$ cat src/design/rtd_pkg.sv
`timescale 1ns / 1ps
package rtd_pkg;

  localparam int unsigned AdcW     = 16;
  localparam int unsigned OhmW     = 16;
  localparam int unsigned CoefW    = 48;
  localparam int unsigned ResW     = 24;
  localparam int unsigned TempW    = 19;
  localparam int unsigned CfgIdxW  = 3;
  localparam int unsigned CfgDataW = 48;
  localparam int unsigned OutDataW = 48;

  // resistance is code * ref / 2^7 in q.8
  localparam int unsigned CodeW   = AdcW - 1;
  localparam int unsigned ProdW   = CodeW + OhmW;
  localparam int unsigned ResShift = 7;

  // ratio r = R / R0 in q.32
  localparam int unsigned FracQ  = 32;
  localparam int unsigned QuotW  = ResW + FracQ;
  localparam int unsigned RadW   = 104;
  localparam int unsigned SqrtW  = RadW / 2;
  localparam int unsigned NmW    = SqrtW + 9;
  localparam int unsigned NumW   = NmW + 9;
  localparam int unsigned QBits  = TempW;

  localparam int unsigned FifoDepthDef = 4;

  localparam logic [OhmW-1:0]  RefOhmsReset = OhmW'(430);
  localparam logic [OhmW-1:0]  NomOhmsReset = OhmW'(100);
  localparam logic [CoefW-1:0] CoeffAReset  = CoefW'(64'd1100088651478);
  localparam logic [CoefW-1:0] CoeffA2Reset = CoefW'(64'd4299476481);
  localparam logic [CoefW-1:0] Coeff4BReset = CoefW'(-64'sd650207196);
  localparam logic [CoefW-1:0] Coeff2BReset = CoefW'(-64'sd325103598);

  localparam logic [TempW-1:0] TempMax = {1'b0, {(TempW-1){1'b1}}};
  localparam logic [TempW-1:0] TempMin = {1'b1, {(TempW-1){1'b0}}};

  typedef enum logic [CfgIdxW-1:0] {
    RegRefOhms  = 3'd0,
    RegNomOhms  = 3'd1,
    RegCoeffA   = 3'd2,
    RegCoeffA2  = 3'd3,
    RegCoeff4B  = 3'd4,
    RegCoeff2B  = 3'd5
  } cfg_reg_e;

  typedef struct packed {
    logic [OhmW-1:0]  ref_ohms;
    logic [OhmW-1:0]  nominal_ohms;
    logic [CoefW-1:0] coeff_a;
    logic [CoefW-1:0] coeff_a_squared;
    logic [CoefW-1:0] coeff_four_b;
    logic [CoefW-1:0] coeff_two_b;
  } cfg_t;

  typedef struct packed {
    logic [ResW-1:0] res;
  } item_t;

  // magnitude of a two's complement coefficient
  function automatic logic [CoefW-1:0] mag_coef(input logic [CoefW-1:0] v);
    return v[CoefW-1] ? (~v + CoefW'(1)) : v;
  endfunction

endpackage

$ cat src/design/rtd_fifo.sv
`timescale 1ns / 1ps
module rtd_fifo #(
  parameter int unsigned Depth = rtd_pkg::FifoDepthDef
) (
  input  logic           clk_i,
  input  logic           rst_ni,
  input  logic           in_valid_i,
  output logic           in_ready_o,
  input  rtd_pkg::item_t in_item_i,
  output logic           out_valid_o,
  input  logic           out_ready_i,
  output rtd_pkg::item_t out_item_o
);

  localparam int unsigned PtrW = (Depth > 1) ? $clog2(Depth) : 1;
  localparam int unsigned CntW = $clog2(Depth + 1);

  rtd_pkg::item_t    mem [Depth];
  logic [PtrW-1:0]   wr_ptr_q, wr_ptr_d, rd_ptr_q, rd_ptr_d;
  logic [CntW-1:0]   count_q, count_d;
  logic              push, pop;

  assign in_ready_o  = count_q != CntW'(Depth);
  assign out_valid_o = count_q != '0;
  assign push = in_valid_i & in_ready_o;
  assign pop  = out_valid_o & out_ready_i;
  assign out_item_o = mem[rd_ptr_q];

  always_comb begin
    wr_ptr_d = wr_ptr_q;
    rd_ptr_d = rd_ptr_q;
    count_d  = count_q;
    if (push) begin
      wr_ptr_d = (wr_ptr_q == PtrW'(Depth - 1)) ? '0 : wr_ptr_q + PtrW'(1);
    end
    if (pop) begin
      rd_ptr_d = (rd_ptr_q == PtrW'(Depth - 1)) ? '0 : rd_ptr_q + PtrW'(1);
    end
    if (push && !pop) begin
      count_d = count_q + CntW'(1);
    end else if (pop && !push) begin
      count_d = count_q - CntW'(1);
    end
  end

  always_ff @(posedge clk_i or negedge rst_ni) begin
    if (!rst_ni) begin
      wr_ptr_q <= '0;
      rd_ptr_q <= '0;
      count_q  <= '0;
    end else begin
      wr_ptr_q <= wr_ptr_d;
      rd_ptr_q <= rd_ptr_d;
      count_q  <= count_d;
    end
  end

  always_ff @(posedge clk_i) begin
    if (push) begin
      mem[wr_ptr_q] <= in_item_i;
    end
  end

endmodule

$ cat config.mk
export PLATFORM = sky130hd
export DESIGN_NAME = rtd_fifo
export DESIGN_NICKNAME = d
export VERILOG_FILES = /design/src/design/rtd_pkg.sv /design/src/design/rtd_fifo.sv
export SDC_FILE = /design/constraint.sdc
export NUM_CORES = 1
export LEC_CHECK = 0
export BUFFER_PORTS_ARGS = -buffer_cell sky130_fd_sc_hd__buf_2
export CORE_ASPECT_RATIO = 2
export CORE_MARGIN = 10
export CORE_UTILIZATION = 56
export DETAILED_ROUTE_END_ITERATION = 12
export PLACE_DENSITY = 0.76
export REMOVE_ABC_BUFFERS = 1
export SLEW_MARGIN = 20
export SYNTH_ARGS = -nofsm -noshare
export SYNTH_HDL_FRONTEND = slang
export SYNTH_SLANG_ARGS = --single-unit
export TNS_END_PERCENT = 10
$ cat constraint.sdc
create_clock -name clk_i -period 2.3 [get_ports clk_i]
set_input_delay 0.23 -clock clk_i [delete_from_list [all_inputs] [get_ports clk_i]]
set_output_delay 0.23 -clock clk_i [all_outputs]
set_load 0.005 [all_outputs]
Word level (Yosys, flattened, before mapping)
Memories as Yosys holds them, arrays and structs flattened.
Index checks and enable logic that the tools add are counted.
Operators by class
  divide/modulo/power cells: 0
  reductions and logical operators: 6
  bitwise operators: 2
  mux-type cells: 6
  equal/unequal tests: 3
  order comparisons: 0
  add/subtract/negate cells: 4
  multiply operators: 0
  shift-type cells: 0
Operators with widths (count)
  $mux 3: 2
  $add 2x1->2 const B: 2
  $eq 2x2->1 const B: 2
  $mux 2: 2
  $add 3x1->3 const B: 1
  $ne 3x3->1 const B: 1
  $reduce_bool 3->1: 1
  $sub 3x1->3 const B: 1
  $and 1x1->1: 2
  $logic_and 1x1->1: 2
  $logic_not 1->1: 2
  $mux 1: 2
  $reduce_bool 2->1: 1
Word-level totals
  ROM bits: 0
  output and inout bits: 26
  input bits: 28
  memories kept: 1
  word-level logic and storage cells: 25
  latch bits: 0
  register bits after elaboration: 7
  memory bits (writable): 96
Memory list
  mem: words 4, bits a word 24, rd ports 1, clocked after memory_dff 0, write ports 1, line rtd_fifo.sv:18  | rtd_pkg::item_t mem [Depth];

Longest topological paths before layout
  word-level depth: 6
  depth in mapped cells: 8
  gate-level depth less buffers: 8

Least setup slack after synthesis
OpenSTA, ideal clock, no wires.
  path kind: flip-flop to flip-flop
  start point: register count_q[1]
  end point: register count_q[2]
  required time: 2.221 ns
  buffers on the path: 0
  clock period less this slack: 2.068 ns
  slack: 0.232 ns
  library setup time: 0.079 ns
  cell stages (with the launch flop): 9
  data arrival time: 1.989 ns
  cells stage by stage: dfrtp_1 -> or3_2 -> nand2_1 -> ha_1 -> inv_1 -> fa_1 -> xor2_1 -> nor2_1 -> xor2_1
Between the ends
  longest elaborated chain between the ends: 5
  elaborated cells between the ends (all ways): 13
  those cells by class: 2 x add/sub; 1 x eq/ne; 2 x mux; 2 x bitwise; 6 x reduce/logical
Ends and longest elaborated chain
  from (decl): line rtd_fifo.sv:20  | logic [CntW-1:0] count_q, count_d;
  from (signal assigned): line rtd_fifo.sv:54  | count_q <= count_d;
  $reduce_bool 3->1 (*): line rtd_fifo.sv:24  | assign out_valid_o = count_q != '0;
  named net out_valid_o: line rtd_fifo.sv:10  | output logic out_valid_o,
  $and 1x1->1 (*): line rtd_fifo.sv:26  | assign pop = out_valid_o & out_ready_i;
  $logic_not 1->1: line rtd_fifo.sv:39  | if (push && !pop) begin
  $logic_and 1x1->1: line rtd_fifo.sv:39
  $mux 3 / $reduce_bool 2->1 (equally long branches)
Mark *: on every way through the listed nets, which the timed path passes. The rest lies on a longest branch. The select of a mux whose other input is x is not followed.
A chain may end at the register's enable or synchronous reset.

Worst setup path after layout
  start point: register count_q[1]
  end point: register count_q[1]
Between the ends
  elaborated cells between the ends (all ways): 13
  those cells by class: 2 x add/sub; 1 x eq/ne; 2 x mux; 2 x bitwise; 6 x reduce/logical
RTL lines
  $ne 3x3->1: line rtd_fifo.sv:23  | assign in_ready_o = count_q != CntW'(Depth);
  $and 1x1->1: line rtd_fifo.sv:25  | assign push = in_valid_i & in_ready_o;
  named net push: line rtd_fifo.sv:21  | logic push, pop;
  $logic_and 1x1->1: line rtd_fifo.sv:39
  $mux 3: line rtd_fifo.sv:39
  named net count_d[1]: line rtd_fifo.sv:20
The timed path passes the listed nets, and every way through them passes these cells. The select of a mux whose other input is x is not followed.

==> results <==
- The leftover overflow at the end of global routing is 0.
- The final number of max-transition violations is 0.
- For this configuration, the core starts out at a cell density of 0.566.
- After clock tree synthesis, the clock-pin slew on the worst setup and hold paths is around 70 ps.
- The number of enable-type register cells in the synthesized netlist is 96.
- The total via count after detailed routing is 1801.
- The filler-free cell count of the finished design is about 330.
- The detailed-placement wirelength estimate is around 4700 microns.
- At the end of routability-driven placement, the weighted congestion stood at 0.710.
- Ranked by total cell area, the synthesized netlist is headed by edfxtp_1 (74%), mux4_2 (14%), dfrtp_1 (4.5%).
- Using the TritonRoute via totals, the vias-per-cell ratio works out to 5.51.
- In this run the most used layer during global routing was met2.
- The worst hold path terminates at mem[1][8]$_DFFE_PP_.
- The number of buffers and inverters on the critical path is 2.
- The power per standard cell area is roughly 1300 nW/um^2.
- The final total power is slightly below 6 mW.
- For this run, the top clock speed supported by timing is about 450 MHz.
- The peak ir drop on the vdd network is between 0.8 and 0.9 mV.
- Broken down by cell family, the worst path's largest delay share belongs to simple AND/OR/NAND/NOR gates.
- The post-route clock period utilization is 0.965.
- Once detail routing completed, the nets flagged for antenna violations numbered 0.
- The largest net degree at the start of global routing is 21.
- The number of antenna violations at the first check in global routing is 0.
- For this run, the register share of the synthesized area comes to 0.784.
- Subtracting the final worst setup slack from the clock period gives about 2200 ps.
- The CTS tree is built.
- The total area inside the core boundary comes to just under 7000 sq um.
- The area added between synthesis and finish is 19.7%.
- The clock network latency to the later pin of the worst-skew pair is 330 ps.
- The count of distinct cell types in the synthesized netlist is 19.
- The final layout contains routed wiring with a total length of between 6000 and 7000 microns.
- The required time at the worst-slack endpoint is 2510 ps.
- The critical path goes through buf_4 > or3b_4 > and2_4 > ha_2 > inv_1 > fa_1 > mux2_2.
- Synthesis inferred ~100 register bits.
- The worst setup path is captured at a flip-flop.
- The hold violation total from the final report was 0.
- For this run, design rule violations remaining after detail routing come to 0.
- The synthesized instance count is between 150 and 200.
- Clock tree synthesis found a total of ~100 sinks.
- The met3 capacity usage during global routing is 0.0357.
- The die covers 10900 sq um.
- The placement row count is 43.
- The multi-input logic area is a little over 800 sq um.
- The count of boundary I/O pins is 54.
- After synthesis, the mean cell area works out to 24.1 sq um.
- The met1 usage is 0.141.
- In this run the horizontal extent of the chip is 79.0 microns.
- CTS placed an instance of clkbuf_16 at the clock tree root.
- The summed negative setup slack over all endpoints is 0 ps.
- The initial detailed-routing violation count is just under 90.
- In the final layout, flip-flops and latches occupy between 3000 and 4000 sq um.
- The clock passes through at most 2 buffers.
- For this run, global-route usage on met2 was measured as 0.220.
- After detailed routing, the average wire length per cell comes to slightly above 20 microns.
- The via count of the first global-routing pass came to 2028.
- The least setup slack across all paths after layout is between 80 and 90 ps.
- The tool flagged a number of max-cap violations equal to 0.
- The flow ran to the end, and the final reports show no timing, DRC or antenna violations.
- The worst reg2reg path endpoint is count_q[1]$_DFFE_PN0P_.
- The worst setup path is of the reg2reg kind.
- For the pin with the worst max-slew slack, the measured transition is roughly 440 ps.
- 0 antenna diodes ended up in the layout.
- The worst slew slack as a fraction of its limit is 0.709.
- The number of inserted filler cells in the final layout is around 490.
- The largest single stage delay on the critical path is between 400 and 500 ps.
- Buffers inserted during clock tree synthesis total 9.
- For this run, the total global-route usage over all layers was measured as 0.128.
- Setup repair after global routing left no endpoint under its margin.
- Among all stages on the critical path, the largest delay is contributed by or3b_4.
- In the post-synthesis netlist, the cell with the most instances is edfxtp_1.
- Across the routed clock network, the largest skew measured is around 6.0 ps.
- Counting instances, the worst hold path has a depth of 1.
- The share of post-route cells with drive strength above 1 is 0.498.
- The first-pass GRT wire length is ~11000 microns.
- The category of the worst setup path launch point is a flip-flop.
- The share of the synthesized area in the top cell type is 0.739.
- The launching instance or port of the critical path is count_q[1]$_DFFE_PN0P_.
- The synthesis warning total is 0.
- The maximum net fanout on the critical path is 6.
- Input and output buffers added on the ports amount to 53.
- The H-tree generated during clock tree synthesis spans 3 levels.
- Of all cell types, the one taking the most synthesized area is edfxtp_1.
- The dominant synthesized flop cell is edfxtp_1.
- The leakage power is 1.67 nW.
- The worst hold path startpoint is in_item_i[8].
- The final layout contains ~270 nets.
- The die height is 138 microns.
- The arrival time at the worst endpoint is approximately 2400 ps.
- The class of the tightest hold or removal check is in2reg.
- The summed instance area of the synthesized netlist is approximately 3900 sq um.
- The depth of the worst register-to-register path is 7.
- The share of async-settable or async-resettable flops after synthesis is 0.0680.
- The setup-violating endpoint count in the final report is 0.
- The worst slack at placement is 104 ps.
- The startpoint of the worst register-to-register path is count_q[1]$_DFFE_PN0P_.
- The detailed-routing iteration count for the pre-antenna-repair pass is 5.
- The worst-case register-to-register setup slack is 80 ps.
- The final core area utilization is 0.678.
- The commonest cells after synthesis are edfxtp_1 (96), mux4_2 (24), dfrtp_1 (7), ha_1 (6), and3_2 (4).
- The total instance count after detailed placement is slightly above 300.
[how the worst max path moves through the flow]
stage / cells after the start / endpoint / slack [ps]
floorplan: 8 / count_q[2]$_DFFE_PN0P_ / 230
finish: 7 / count_q[1]$_DFFE_PN0P_ / 80
detailed placement: 8 / count_q[2]$_DFFE_PN0P_ / 100
global placement: 8 / count_q[2]$_DFFE_PN0P_ / 190
global route: 7 / count_q[1]$_DFFE_PN0P_ / 30
CTS: 8 / count_q[2]$_DFFE_PN0P_ / 70
[state kept, by name, indices dropped and copies added (netlist names)]
signal and cells:
mem 96, count_q 3, rd_ptr_q 2, wr_ptr_q 2
[worst reg2reg max path: cells and delay by family (launching register included)]
family                   cells  cell delay (ps)
flip-flops                   1              410
multiplexers                 1              270
AND/OR/NAND/NOR              2              610
buffers and inverters        2              210
adder cells (fa/ha/maj)      2              600
[routing by layer]
| layer | wire [microns] | vias to the layer above |
|---|---|---|
| met1 | 2530 | 944 |
| met3 | 285 | 8 |
| li1 | - | 809 |
| met2 | 3680 | 40 |
| met4 | 102 | 0 |
| met5 | 0 | - |
[stage by stage]
| step | hold WS [ps] | instance area [sq um] |
|---|---|---|
| final | 111 | 4670 |
| after global routing | 104 | 4670 |
| after global placement | 69.7 | 4350 |
| after floorplan | -65.6 | 3870 |
| after detailed placement | 75.8 | 4350 |
| after CTS | 102 | 4650 |
[kinds of logic after synthesis]
logic type	count (synthesis)	share of synthesized area
buffers and inverters	9	0.0115
and+or+nand+nor	11	0.0186
muxes	29	0.155
DFF	103	0.784
adders and majority gates	7	0.0244
xor gates and xnor gates	3	0.00674
[power breakdown]
group / switching (mW) / leakage (nW) / internal (mW)
logic: 0.771 / 0.572 / 0.962
clock network: 0.600 / 0.140 / 0.839
registers: 0.217 / 0.960 / 2.49
total: 1.59 / 1.67 / 4.29
[repair_timing]
| item | in CTS | in global routing |
|---|---|---|
| endpoints found under the hold margin | 7 | 0 |
| hold buffers | 1 | 0 |
| setup endpoints to repair | 0 | 1 |
| setup buffers | 0 | 1 |
| resized for setup | 0 | 5 |
[area by class of cell]
type                    count  share of cell area
clock buffers              10              0.0490
clock inverters             6              0.0129
inverters                   3             0.00241
multi-input cells          50               0.174
flip-flops and latches    103               0.656
well taps                  90              0.0241
repair buffers             65              0.0820
[cells in the final DEF, fill, tap and decap left out, types with 2 or more instances in the layout]
master / instances
buf_4: 9
clkinv_2: 2
buf_2: 53
dfrtp_2: 2
buf_12: 2
edfxtp_1: 96
inv_1: 3
clkbuf_16: 9
and3_2: 4
dfrtp_1: 5
mux4_2: 24
ha_1: 5
nor2_1: 3
xor2_1: 2
mux2_4: 2
mux2_2: 3
Note: power is estimated with default switching activity, not from simulation.
