<file path="config.mk">
export PLATFORM = sky130hd
export DESIGN_NAME = rtd_front
export DESIGN_NICKNAME = d
export VERILOG_FILES = /design/src/design/rtd_pkg.sv /design/src/design/rtd_front.sv
export SDC_FILE = /design/constraint.sdc
export NUM_CORES = 1
export LEC_CHECK = 0
export CAP_MARGIN = 20
export CORE_UTILIZATION = 60
export CTS_CLUSTER_DIAMETER = 200
export DETAILED_ROUTE_END_ITERATION = 10
export DONT_BUFFER_PORTS = 1
export GPL_TIMING_DRIVEN = 0
export PLACE_DENSITY = 0.82
export SETUP_SLACK_MARGIN = 0.2
export SLEW_MARGIN = 20
export SYNTH_ARGS = -nofsm -noshare
export SYNTH_HDL_FRONTEND = slang
export SYNTH_SLANG_ARGS = --single-unit
</file>
<file path="constraint.sdc">
create_clock -name clk_i -period 1.7 [get_ports clk_i]
set_clock_uncertainty 0.2 [all_clocks]
set_input_delay 0.51 -clock clk_i [delete_from_list [all_inputs] [get_ports clk_i]]
set_output_delay 0.51 -clock clk_i [all_outputs]
set_load 0.005 [all_outputs]
</file>
<file path="src/design/rtd_pkg.sv">
`timescale 1ns / 1ps
package rtd_pkg;

  localparam int unsigned AdcW     = 16;
  localparam int unsigned OhmW     = 16;
  localparam int unsigned CoefW    = 48;
  localparam int unsigned ResW     = 24;
  localparam int unsigned TempW    = 19;
  localparam int unsigned CfgIdxW  = 3;
  localparam int unsigned CfgDataW = 48;
  localparam int unsigned OutDataW = 48;

  // resistance is code * ref / 2^7 in q.8
  localparam int unsigned CodeW   = AdcW - 1;
  localparam int unsigned ProdW   = CodeW + OhmW;
  localparam int unsigned ResShift = 7;

  // ratio r = R / R0 in q.32
  localparam int unsigned FracQ  = 32;
  localparam int unsigned QuotW  = ResW + FracQ;
  localparam int unsigned RadW   = 104;
  localparam int unsigned SqrtW  = RadW / 2;
  localparam int unsigned NmW    = SqrtW + 9;
  localparam int unsigned NumW   = NmW + 9;
  localparam int unsigned QBits  = TempW;

  localparam int unsigned FifoDepthDef = 4;

  localparam logic [OhmW-1:0]  RefOhmsReset = OhmW'(430);
  localparam logic [OhmW-1:0]  NomOhmsReset = OhmW'(100);
  localparam logic [CoefW-1:0] CoeffAReset  = CoefW'(64'd1100088651478);
  localparam logic [CoefW-1:0] CoeffA2Reset = CoefW'(64'd4299476481);
  localparam logic [CoefW-1:0] Coeff4BReset = CoefW'(-64'sd650207196);
  localparam logic [CoefW-1:0] Coeff2BReset = CoefW'(-64'sd325103598);

  localparam logic [TempW-1:0] TempMax = {1'b0, {(TempW-1){1'b1}}};
  localparam logic [TempW-1:0] TempMin = {1'b1, {(TempW-1){1'b0}}};

  typedef enum logic [CfgIdxW-1:0] {
    RegRefOhms  = 3'd0,
    RegNomOhms  = 3'd1,
    RegCoeffA   = 3'd2,
    RegCoeffA2  = 3'd3,
    RegCoeff4B  = 3'd4,
    RegCoeff2B  = 3'd5
  } cfg_reg_e;

  typedef struct packed {
    logic [OhmW-1:0]  ref_ohms;
    logic [OhmW-1:0]  nominal_ohms;
    logic [CoefW-1:0] coeff_a;
    logic [CoefW-1:0] coeff_a_squared;
    logic [CoefW-1:0] coeff_four_b;
    logic [CoefW-1:0] coeff_two_b;
  } cfg_t;

  typedef struct packed {
    logic [ResW-1:0] res;
  } item_t;

  // magnitude of a two's complement coefficient
  function automatic logic [CoefW-1:0] mag_coef(input logic [CoefW-1:0] v);
    return v[CoefW-1] ? (~v + CoefW'(1)) : v;
  endfunction

endpackage

</file>
<file path="src/design/rtd_front.sv">
`timescale 1ns / 1ps
module rtd_front (
  input  logic                          clk_i,
  input  logic                          rst_ni,
  input  logic                          in_valid_i,
  output logic                          in_ready_o,
  input  logic [rtd_pkg::AdcW-1:0]      in_data_i,
  input  logic [rtd_pkg::OhmW-1:0]      ref_ohms_i,
  output logic                          out_valid_o,
  input  logic                          out_ready_i,
  output rtd_pkg::item_t                out_item_o
);

  logic                         valid_q;
  rtd_pkg::item_t               item_q;
  logic [rtd_pkg::ProdW-1:0]    prod;
  logic                         take;

  // fault bit dropped, code scaled by the reference resistor
  assign prod = rtd_pkg::ProdW'(in_data_i[rtd_pkg::AdcW-1:1]) * rtd_pkg::ProdW'(ref_ohms_i);
  assign in_ready_o = ~valid_q | out_ready_i;
  assign take = in_valid_i & in_ready_o;

  always_ff @(posedge clk_i or negedge rst_ni) begin
    if (!rst_ni) begin
      valid_q <= 1'b0;
    end else if (take) begin
      valid_q <= 1'b1;
    end else if (out_ready_i) begin
      valid_q <= 1'b0;
    end
  end

  always_ff @(posedge clk_i) begin
    if (take) begin
      item_q.res <= prod[rtd_pkg::ResShift +: rtd_pkg::ResW];
    end
  end

  assign out_valid_o = valid_q;
  assign out_item_o  = item_q;

endmodule

</file>
Word-level counts from Yosys, hierarchy flattened. Cells that the tools add are included.

$mul: 1. Muxes and demuxes: 2. Bitwise gates (word level): 3. Reductions and logical operators: 1.

Operators with widths (count): $mul 15x16->31 (1); $mux 1 (2); $reduce_bool 2->1 (1); $and 1x1->1 (1); $not 1->1 (1); $or 1x1->1 (1).

Register bits after elaboration: 25. Input port bits: 36. Output and inout port bits: 26. Logic and storage cells: 9.

Logic depth before layout (Yosys ltp). Gate-level depths: netlist of the first run.

Word-level depth: 4. Depth in mapped cells: 22. Gate-level depth less buffers: 21.

Worst setup path after synthesis of the first run. Ideal clock, no wire load.

Path kind: input port to flip-flop. Start point: in in_data_i[1] (netlist bit). End point: reg item_q, in the netlist out_item_o[21] (data pin). Setup time: 0.158 ns. Arrival time: 5.850 ns. Path slack: -4.508 ns. Stages on the path: 22. Cell sequence: clkbuf_1 > and2_1 > fa_1 > inv_1 > fa_1 > inv_1 > fa_1 > inv_1 > fa_1 > inv_1 > fa_1 > inv_1 > fa_1 > inv_1 > ha_1 > nand4_1 > o221ai_2 > a31oi_4 > o41ai_4 > a221o_1 > a221o_1 > a211oi_2.

Word-level cells in the longest chain between the ends: 1.

RTL lines: start: declaration (RTL line rtd_front.sv:7) `input logic [rtd_pkg::AdcW-1:0] in_data_i,`; $mul 15x16->31 (RTL line rtd_front.sv:20) `assign prod = rtd_pkg::ProdW'(in_data_i[rtd_pkg::AdcW-1:1]) * rtd_pkg::ProdW'(ref_ohms_i);`; via prod (one bit) (RTL line rtd_front.sv:16) `logic [rtd_pkg::ProdW-1:0] prod;`; end: declaration (RTL line rtd_front.sv:15) `rtd_pkg::item_t item_q;`.

The timed path passes the listed nets, and every way through them passes these cells. A chain may end at the register's enable or synchronous reset.

Worst setup path in the final report of the first run.
Start point: in ref_ohms_i[7] (netlist bit). End point: reg item_q, in the netlist out_item_o[21] (data pin).

Word-level cells in the longest chain between the ends: 1.

RTL lines: start: declaration (RTL line rtd_front.sv:8) `input logic [rtd_pkg::OhmW-1:0] ref_ohms_i,`; $mul 15x16->31 (RTL line rtd_front.sv:20); via prod (one bit) (RTL line rtd_front.sv:16).

The timed path passes the listed nets, and every way through them passes these cells.

==> results of run 1 <==
-- metal layers --
| metal | global-route usage, % | vias to the layer above | wire, um | share of wire (%) |
|---|---|---|---|---|
| met4 | 14.2 | 0 | 1310 | 6.0 |
| met3 | 4.59 | 89 | 1550 | 7.1 |
| li1 | - | 2859 | - | - |
| met2 | 52.2 | 271 | 11200 | 51 |
| met1 | 36.8 | 3276 | 7810 | 36 |
| met5 | 0 | - | 0 | 0 |
-- critical path, cell delays in order --
cell and delay [ns]:
clkbuf_8 0.15, and2_4 0.15, fa_1 0.52, inv_1 0.05
fa_1 0.55, inv_2 0.04, fa_1 0.48, inv_1 0.05
fa_1 0.48, inv_1 0.05, fa_1 0.48, inv_1 0.05
fa_1 0.52, inv_2 0.06, ha_4 0.24, a21oi_2 0.16
o221ai_2 0.14, a31oi_4 0.23, o41ai_4 0.12, a221o_1 0.36
a221o_1 0.32, a211oi_2 0.17
-- cell type report --
type	count	area (um2)	share of cell area [%]
plain buffers	35	462	4.48
clock inverters	1	5.00	0.0486
clock buffers	3	75.1	0.729
multi-input cells	650	7570	73.5
repair buffers	45	423	4.11
inverters	211	792	7.69
well taps	180	225	2.19
flip-flops and latches	25	746	7.24
-- per-stage QoR --
stage | cell area (um2) | TNS, ns | hold WS, ns | utilization, % | std cells
floorplan | 9010 | -88.83 | 0.0144 | - | 921
global placement | 9230 | -98.86 | 0.0144 | 66.0 | 1101
detailed placement | 9230 | -100.46 | 0.0144 | 66.0 | 1101
CTS | 9770 | -90.37 | 0.160 | 69.9 | 1124
global route | 10300 | -96.72 | 0.154 | 73.6 | 1150
finish | 10300 | -92.86 | 0.164 | 73.6 | 1150
-- worst min path at each step --
stage,endpoint,startpoint,slack (ns)
2_1_floorplan,out_valid_o$_DFFE_PN0P_,rst_ni,0.01
3_3_place_gp,out_valid_o$_DFFE_PN0P_,rst_ni,0.01
3_5_place_dp,out_valid_o$_DFFE_PN0P_,rst_ni,0.01
4_1_cts,out_valid_o$_DFFE_PN0P_,in_valid_i,0.16
5_1_grt,out_valid_o$_DFFE_PN0P_,in_valid_i,0.15
6_report,out_valid_o$_DFFE_PN0P_,in_valid_i,0.16
-- cell usage after synthesis (all sizes together) (2+ instances only) --
cell type	instances
a211oi	4
a21o	10
a21oi	15
a221o	2
a31oi	5
and2	146
and3	2
clkbuf	34
edfxtp	24
fa	179
ha	92
inv	210
nand2	108
nand2b	5
nand3	5
nand4	4
nor2	9
nor3	6
o21ai	14
o21bai	5
o41ai	2
xnor2	16
xor2	10
-- flip-flops by register name (all words and copies together), names as in the netlist --
| name | cells |
|---|---|
| out_item_o | 24 |
| out_valid_o | 1 |
-- logic make-up (layout without fill, tap and decap cells) --
logic type,after synthesis,after routing
AOI/OAI and AO/OA,63,63
adders and majority gates,271,271
xor gates and xnor gates,26,26
DFF,25,25
and+or+nand+nor,290,290
buffers and inverters,246,295
-- what timing repair did --
item,in CTS,in global routing
resized for setup,72,101
setup buffers,18,26
pin swaps,27,48
gates cloned,0,0
setup endpoints to repair,25,25
endpoints found under the hold margin,1,0
hold buffers,1,0
==> flow_metrics.env, run 1 <==
export IMPL_status="finished, violations left"
export IMPL_violations="setup timing"
export IMPL_fin_nets=1278
export IMPL_synth_edf_count=24
export IMPL_ios=62
export IMPL_via_count=6495
export IMPL_setup_slack_ns=-4.29
export IMPL_rsz0062_at_grt="true"
export IMPL_initial_core_util_pct=61.9
export IMPL_holdPathStages=1
export IMPL_critPathCaptureType="flop"
export IMPL_cts_tree="yes"
export IMPL_synthDistinctLibCells=47
export IMPL_r2r_end="out_item_o[21]$_DFFE_PP_"
export IMPL_synth_flop_cell="edfxtp_1"
export IMPL_path_clk_slew_ns=0.06
export IMPL_synth_top_family_by_area="adder cells"
export IMPL_numCtsBuffers=3
export IMPL_path_class="in2reg"
export IMPL_ys_top_cells_by_area="fa_1 (41%), ha_1 (13%), and2_1 (11%)"
export IMPL_insertion_delay_ns=0.26
export IMPL_synth_xor_area_share_pct=2.63
export IMPL_final_cell_mix="inv_1 (188), fa_1 (169), and2_1 (113), nand2_1 (103), ha_1 (74)"
export IMPL_synth_cells=921
export IMPL_period_needed_ns=5.99
export IMPL_nFillCells=949
export IMPL_drive_above_1_share_pct=22.1
export IMPL_grt_overflow_total=0
export IMPL_syn_area_per_cell_um2=9.39
export IMPL_viasPerCell=5.65
export IMPL_clock_root_buffer="clkbuf_16"
export IMPL_syn_to_final_growth_pct=19.0
export IMPL_clock_sinks=25
export IMPL_period_share_pct=352
export IMPL_dr_pass1_iters=4
export IMPL_final_common_cell="inv_1"
export IMPL_synth_top_cell_by_area="fa_1"
export IMPL_antenna_found_initial=0
export IMPL_rows=43
export IMPL_max_freq_ghz=0.167
export IMPL_drt_total_wl_mm=21.8
export IMPL_finalHoldViolCount=0
export IMPL_cp_arrival_ns=5.89
export IMPL_crit_fanout=10
export IMPL_antennaDiodeCount=0
export IMPL_min_path_type="in2reg"
export IMPL_yosysSeqAreaShare_pct=8.62
export IMPL_wl_per_cell_um=19.0
export IMPL_post_synth_fa_ha_maj_area_fraction_pct=54.7
export IMPL_grt_max_degree=25
export IMPL_dieArea_mm2=0.0149
export IMPL_cp_endpoint="out_item_o[21]$_DFFE_PP_"
export IMPL_relSlewSlack_pct=73.1
export IMPL_grt_pass1_vias=6840
export IMPL_cts_path_max_buffers=2
export IMPL_final_max_slew_viol_count=0
export IMPL_io_buffers=0
export IMPL_r2r_slack_ns=0.27
export IMPL_r2r_start="out_valid_o$_DFFE_PN0P_"
export IMPL_yosys_register_bits=25
export IMPL_drc_errors=0
export IMPL_detailed_place_hpwl_mm=16.9
export IMPL_grtUsageTotal_pct=30.1
export IMPL_synth_top_area_share_pct=41.4
export IMPL_async_flop_share_pct=4.00
export IMPL_ff2ff_path_depth=2
export IMPL_setup_viol=24
export IMPL_post_place_ws_ns=-4.80
export IMPL_worstPathRequired_ns=1.60
export IMPL_htree_levels=1
export IMPL_synth_compound_gate_area_share_pct=5.68
export IMPL_synthesis_nets=1228
export IMPL_start_kind="primary input"
export IMPL_synth_simple_area_share_pct=17.6
export IMPL_coreArea_mm2=0.0140
export IMPL_synth_area_mm2=0.00865
export IMPL_place_gp_congestion=0.881
export IMPL_synthMuxAreaShare_pct=0
export IMPL_final_antenna_net_count=0
export IMPL_cap_violations=0
export IMPL_die_w_um=122
export IMPL_crit_start="ref_ohms_i[7]"
export IMPL_grt_pass1_wl_mm=33.9
export IMPL_die_h_um=122
export IMPL_worst_slew_pin_slew_ns=0.403
export IMPL_drt_iter0_markers=314
export IMPL_yosysWarningCount=0
Power of run 1 is not shown: default switching activity piles up to over one toggle a cycle in this logic, so the estimate is an artifact.
==> run 2: changes to the inputs <==
--- a/config.mk
+++ b/config.mk
@@ -11,5 +11,4 @@
 export DETAILED_ROUTE_END_ITERATION = 10
 export DONT_BUFFER_PORTS = 1
-export GPL_TIMING_DRIVEN = 0
 export PLACE_DENSITY = 0.82
 export SETUP_SLACK_MARGIN = 0.2
==> constraint.sdc (replaced) <==
create_clock -name clk_i -period 1.7 [get_ports clk_i]
set_clock_uncertainty 0.2 [all_clocks]
set_input_delay 0.17 -clock clk_i [delete_from_list [all_inputs] [get_ports clk_i]]
set_output_delay 0.17 -clock clk_i [all_outputs]
set_load 0.005 [all_outputs]
==> run 2 against run 1 <==
  * The run ends with hold timing, setup timing left
  * Worst hold slack lost 0.18 ns
  * Via count shrank 2.8%
  * Non-clock buffer count shrank 4
  * Die area is the same
  * Sequential cell count is the same
  * Critical path depth shrank 3
  * Critical path type unchanged
==> flow_metrics.env, run 2 (synthesis gave the netlist of run 1 again) <==
export IMPL_drc_errors=0
export IMPL_max_freq_ghz=0.183
export IMPL_placed_cell_area_mm2=0.00945
export IMPL_cts_tree="yes"
export IMPL_coreArea_mm2=0.0140
export IMPL_cts_path_max_buffers=2
export IMPL_cp_endpoint="out_item_o[21]$_DFFE_PP_"
export IMPL_rsz0062_at_grt="true"
export IMPL_critPathCaptureType="flop"
export IMPL_viasPerCell=5.51
export IMPL_ios=62
export IMPL_max_stage_delay_ns=0.55
export IMPL_drt_iter0_markers=297
export IMPL_crit_path_frequent_cell="fa_1"
export IMPL_place_gp_congestion=0.848
export IMPL_path_clk_slew_ns=0.06
export IMPL_holdWs_ns=-0.0205
export IMPL_r2r_start="out_valid_o$_DFFE_PN0P_"
export IMPL_period_needed_ns=5.48
export IMPL_crit_chain="and2_4 > fa_1 > inv_2 > fa_1 > inv_2 > fa_1 > fa_2 > fa_1 > inv_2 > fa_1 > inv_2 > ha_4 > a21oi_4 > o21bai_2 > a21oi_4 > o41ai_4 > a221o_1 > a221o_1 > a211oi_2"
export IMPL_r2r_slack_ns=0.30
export IMPL_setup_viol=24
export IMPL_ff2ff_path_depth=3
export IMPL_cap_violations=0
export IMPL_final_common_cell="inv_1"
export IMPL_nFillCells=988
export IMPL_violations="hold timing, setup timing"
export IMPL_largest_reg_flops=24
export IMPL_start_kind="primary input"
export IMPL_period_share_pct=322
export IMPL_path_class="in2reg"
export IMPL_clock_sinks=25
export IMPL_final_max_slew_viol_count=0
export IMPL_path_depth=19
export IMPL_syn_to_final_growth_pct=16.3
export IMPL_dr_pass1_iters=4
export IMPL_worstPathRequired_ns=1.61
export IMPL_grt_max_degree=25
export IMPL_critical_path_top_delay_family="adder cells"
export IMPL_grtUsageTotal_pct=30.1
export IMPL_final_cell_mix="inv_1 (187), fa_1 (171), and2_1 (128), nand2_1 (104), ha_1 (72)"
export IMPL_final_antenna_net_count=0
export IMPL_detailed_place_hpwl_mm=16.2
export IMPL_die_h_um=122
export IMPL_relSlewSlack_pct=70.7
export IMPL_worst_slew_pin_slew_ns=0.438
export IMPL_via_count=6315
export IMPL_grt_pass1_vias=7083
export IMPL_min_path_type="in2reg"
export IMPL_drt_total_wl_mm=21.0
export IMPL_rows=43
export IMPL_fin_nets=1274
export IMPL_numCtsBuffers=3
export IMPL_r2r_end="out_item_o[16]$_DFFE_PP_"
export IMPL_io_buffers=0
export IMPL_drive_above_1_share_pct=20.5
export IMPL_crit_start="ref_ohms_i[9]"
export IMPL_crit_buf_inv=4
export IMPL_grt_pass1_wl_mm=34.0
export IMPL_clock_root_buffer="clkbuf_16"
export IMPL_status="finished, violations left"
export IMPL_antennaDiodeCount=0
export IMPL_fin_area_mm2=0.0101
export IMPL_wl_per_cell_um=18.3
export IMPL_cp_arrival_ns=5.39
export IMPL_insertion_delay_ns=0.26
export IMPL_slowest_stage="fa_1"
export IMPL_dieArea_mm2=0.0149
export IMPL_grt_overflow_total=0
export IMPL_tns_ns=-79.13
export IMPL_setup_slack_ns=-3.78
export IMPL_htree_levels=1
export IMPL_finalHoldViolCount=1
export IMPL_initial_core_util_pct=61.9
export IMPL_die_w_um=122
export IMPL_crit_fanout=15
export IMPL_antenna_found_initial=0
==> run 2: cell types whose count changed in the layout (fill, tap and decap cells not counted), sizes merged <==
| cell | delta |
|---|---|
| buf | +15 |
| clkbuf | -21 |
| clkinv | -1 |
| clkinvlp | +1 |
| dlygate4sd3 | +2 |
==> run 2: repair_timing <==
action                     4_1_cts  5_1_grt
pin swaps                       39       32
hold buffers                     4        0
hold endpoints to repair         2        0
resized for setup               55       41
setup buffers                    5        7
setup endpoints to repair       24       25
==> run 2: metal layers <==
layer | GRT usage [%] | share of wire [%] | vias to the layer above
li1 | - | - | 2848
met1 | 35.8 | 35 | 3158
met2 | 53.4 | 52 | 243
met3 | 4.31 | 7.4 | 66
met4 | 14.6 | 5.0 | 0
met5 | 0 | 0 | -
==> run 2: worst reg2reg max path, delay by kind of cell (launching register included) <==
kind | cells | cell delay [ns]
buffers and inverters | 1 | 0.18
flip-flops | 1 | 0.39
AND/OR/NAND/NOR | 2 | 0.33
==> run 2: layout make-up <==
class,instances,area (um2),area share [%]
tap,180,225,2.24
multi-input combinational,650,7570,75.2
inverter,211,792,7.87
clock buffer,3,75.1,0.746
clock inverter,1,7.51,0.0746
sequential,25,746,7.41
timing repair buffer,76,647,6.43
==> run 2: worst min path at each step <==
stage	start	endpoint	slack, ns	depth (start not counted)
2_1_floorplan	rst_ni	out_valid_o$_DFFE_PN0P_	-0.33	0
3_3_place_gp	rst_ni	out_valid_o$_DFFE_PN0P_	-0.33	0
3_5_place_dp	rst_ni	out_valid_o$_DFFE_PN0P_	-0.33	0
4_1_cts	in_valid_i	out_item_o[11]$_DFFE_PP_	0.16	2
5_1_grt	out_ready_i	out_valid_o$_DFFE_PN0P_	0.003	2
6_report	out_ready_i	out_valid_o$_DFFE_PN0P_	-0.02	2
==> run 2: metrics by stage <==
stage / hold WS (ns) / cells / worst slack [ns] / utilization (%)
floorplan: -0.326 / 921 / -3.98 / -
global placement: -0.326 / 1127 / -3.94 / 67.5
detailed placement: -0.326 / 1127 / -4.10 / 67.5
CTS: 0.164 / 1140 / -3.70 / 70.6
global route: 0.00252 / 1146 / -3.90 / 71.9
finish: -0.0205 / 1146 / -3.78 / 71.9
Power of run 2 is left out for the same reason.
==> run 3: changes to the inputs <==
- CORE_UTILIZATION: 60 -> 52
- PLACE_DENSITY: 0.82 -> 0.73
==> run 3 against run 2 <==
  * The run ends with setup timing left
  * Via count decreased by 1.4%
  * Routed wire length decreased by 4.9%
  * Global-route usage decreased by 5.3 points
  * Die area increased by 15%
  * Core utilization decreased by 9.3 points
  * Clock-buffer cell count unchanged
  * Register-to-register slack improved by 0.02 ns
  * Final area unchanged
  * Cell count increased by 3.2%
  * Critical path type unchanged
  * Highest routed layer unchanged
==> flow_metrics.env, run 3 (synthesis gave the netlist of run 1 again) <==
export IMPL_min_path_type="in2reg"
export IMPL_rows=46
export IMPL_dp_cells=1168
export IMPL_place_gp_congestion=0.829
export IMPL_path_class="in2reg"
export IMPL_dieArea_mm2=0.0172
export IMPL_cap_violations=0
export IMPL_final_max_slew_viol_count=0
export IMPL_antenna_found_initial=0
export IMPL_slowest_stage="fa_1"
export IMPL_final_cell_mix="inv_1 (183), fa_1 (174), and2_1 (126), nand2_1 (103), ha_1 (73)"
export IMPL_path_clk_slew_ns=0.06
export IMPL_setup_viol=24
export IMPL_fin_nets=1275
export IMPL_io_buffers=0
export IMPL_rsz0062_at_grt="true"
export IMPL_finalHoldViolCount=0
export IMPL_drt_iter0_markers=230
export IMPL_coreArea_mm2=0.0161
export IMPL_clock_sinks=25
export IMPL_grt_max_degree=25
export IMPL_initial_core_util_pct=53.9
export IMPL_max_stage_delay_ns=0.55
export IMPL_numCtsBuffers=3
export IMPL_ios=62
export IMPL_cts_path_max_buffers=2
export IMPL_die_w_um=131
export IMPL_die_h_um=131
export IMPL_largest_reg_flops=24
export IMPL_htree_levels=1
export IMPL_max_freq_ghz=0.187
export IMPL_detailed_place_hpwl_mm=16.0
export IMPL_cts_tree="yes"
export IMPL_grt_pass1_wl_mm=32.2
export IMPL_grt_overflow_total=0
export IMPL_setup_slack_ns=-3.66
export IMPL_syn_to_final_growth_pct=16.3
export IMPL_worstPathRequired_ns=1.60
export IMPL_drt_total_wl_mm=19.9
export IMPL_worst_slew_pin_slew_ns=0.406
export IMPL_relSlewSlack_pct=72.8
export IMPL_cp_arrival_ns=5.27
export IMPL_crit_path_frequent_cell="fa_1"
export IMPL_violations="setup timing"
export IMPL_drc_errors=0
export IMPL_antennaDiodeCount=0
export IMPL_final_cells=1183
export IMPL_grtUsageTotal_pct=24.8
export IMPL_insertion_delay_ns=0.26
export IMPL_grt_pass1_vias=6683
export IMPL_viasPerCell=5.27
export IMPL_via_count=6229
export IMPL_final_antenna_net_count=0
export IMPL_clock_root_buffer="clkbuf_16"
export IMPL_drive_above_1_share_pct=20.7
export IMPL_status="finished, violations left"
export IMPL_period_share_pct=315
export IMPL_critPathCaptureType="flop"
export IMPL_crit_fanout=16
export IMPL_final_common_cell="inv_1"
export IMPL_wl_per_cell_um=16.8
export IMPL_crit_chain="and2_4 > fa_1 > inv_2 > fa_1 > inv_2 > fa_1 > inv_1 > fa_1 > inv_1 > fa_1 > inv_2 > fa_1 > inv_2 > ha_4 > a21oi_4 > o221ai_2 > a31oi_4 > o41ai_4 > a221o_1 > a221o_1 > a211oi_2"
export IMPL_start_kind="primary input"
export IMPL_period_needed_ns=5.36
export IMPL_dr_pass1_iters=4
run 3: cell types whose count changed in the layout (fill, tap and decap cells not counted), moves of 3 or more:
cell    delta
buf_6      -4
nor3_4     -3
nor3_2     +3
fa_2       -3
buf_4      +4
inv_1      -4
fa_1       +3
inv_2      +4
run 3: per-layer routing:
metal	GRT usage, %	part of all wire [%]	wire length (um)
met1	30.4	39	7730
met2	45.6	53	10600
met3	3.38	5.3	1060
met5	0	0	0
met4	6.42	2.7	534
run 3: path summary, 6_finish.rpt:
path | depth (start not counted) | end | slack [ns] | start
hold / removal | 2 | out_item_o[12]$_DFFE_PP_ | 0.17 | in_valid_i
setup reg to reg | 3 | out_item_o[3]$_DFFE_PP_ | 0.32 | out_valid_o$_DFFE_PN0P_
max in group asynchronous | 2 | out_valid_o$_DFFE_PN0P_ | 0.74 | rst_ni
hold reg to reg | 2 | out_valid_o$_DFFE_PN0P_ | 0.39 | out_valid_o$_DFFE_PN0P_
min in group asynchronous | 2 | out_valid_o$_DFFE_PN0P_ | 0.45 | rst_ni
setup / recovery | 21 | out_item_o[21]$_DFFE_PP_ | -3.66 | in_data_i[4]
run 3: final cells by class:
cell class	instances	area, um2
well taps	216	270
inverters	211	792
multi-input cells	650	7530
repair buffers	77	642
clock inverters	1	5.00
flip-flops and latches	25	746
fillers	1322	6000
clock buffers	3	75.1
run 3: what timing repair did:
action                                 CTS  global route
buffers inserted                         3             4
endpoints found under the hold margin    2             1
hold buffers                             4             1
setup endpoints to repair               24            25
pin swaps                               19            25
resized for setup                       49            42
run 3: critical path: cells and delay by family:
kind | cells | cell delay, ns
AOI/OAI and AO/OA | 7 | 1.43
adders and majority gates | 7 | 3.27
buffers and inverters | 6 | 0.27
and+or+nand+nor | 1 | 0.14
run 3: stage by stage:
| step | hold WS, ns | setup WS, ns | instance area [um2] | TNS [ns] | utilization, % |
|---|---|---|---|---|---|
| 5_1_grt | 0.173 | -3.82 | 10100 | -80.88 | 62.7 |
| 4_1_cts | 0.169 | -3.69 | 9860 | -77.04 | 61.4 |
| 2_1_floorplan | -0.326 | -3.98 | 9000 | -80.67 | - |
| 3_5_place_dp | -0.326 | -4.04 | 9530 | -86.00 | 59.4 |
| 6_report | 0.174 | -3.66 | 10100 | -77.19 | 62.7 |
| 3_3_place_gp | -0.326 | -3.96 | 9530 | -84.63 | 59.4 |
Power of run 3 is left out for the same reason.
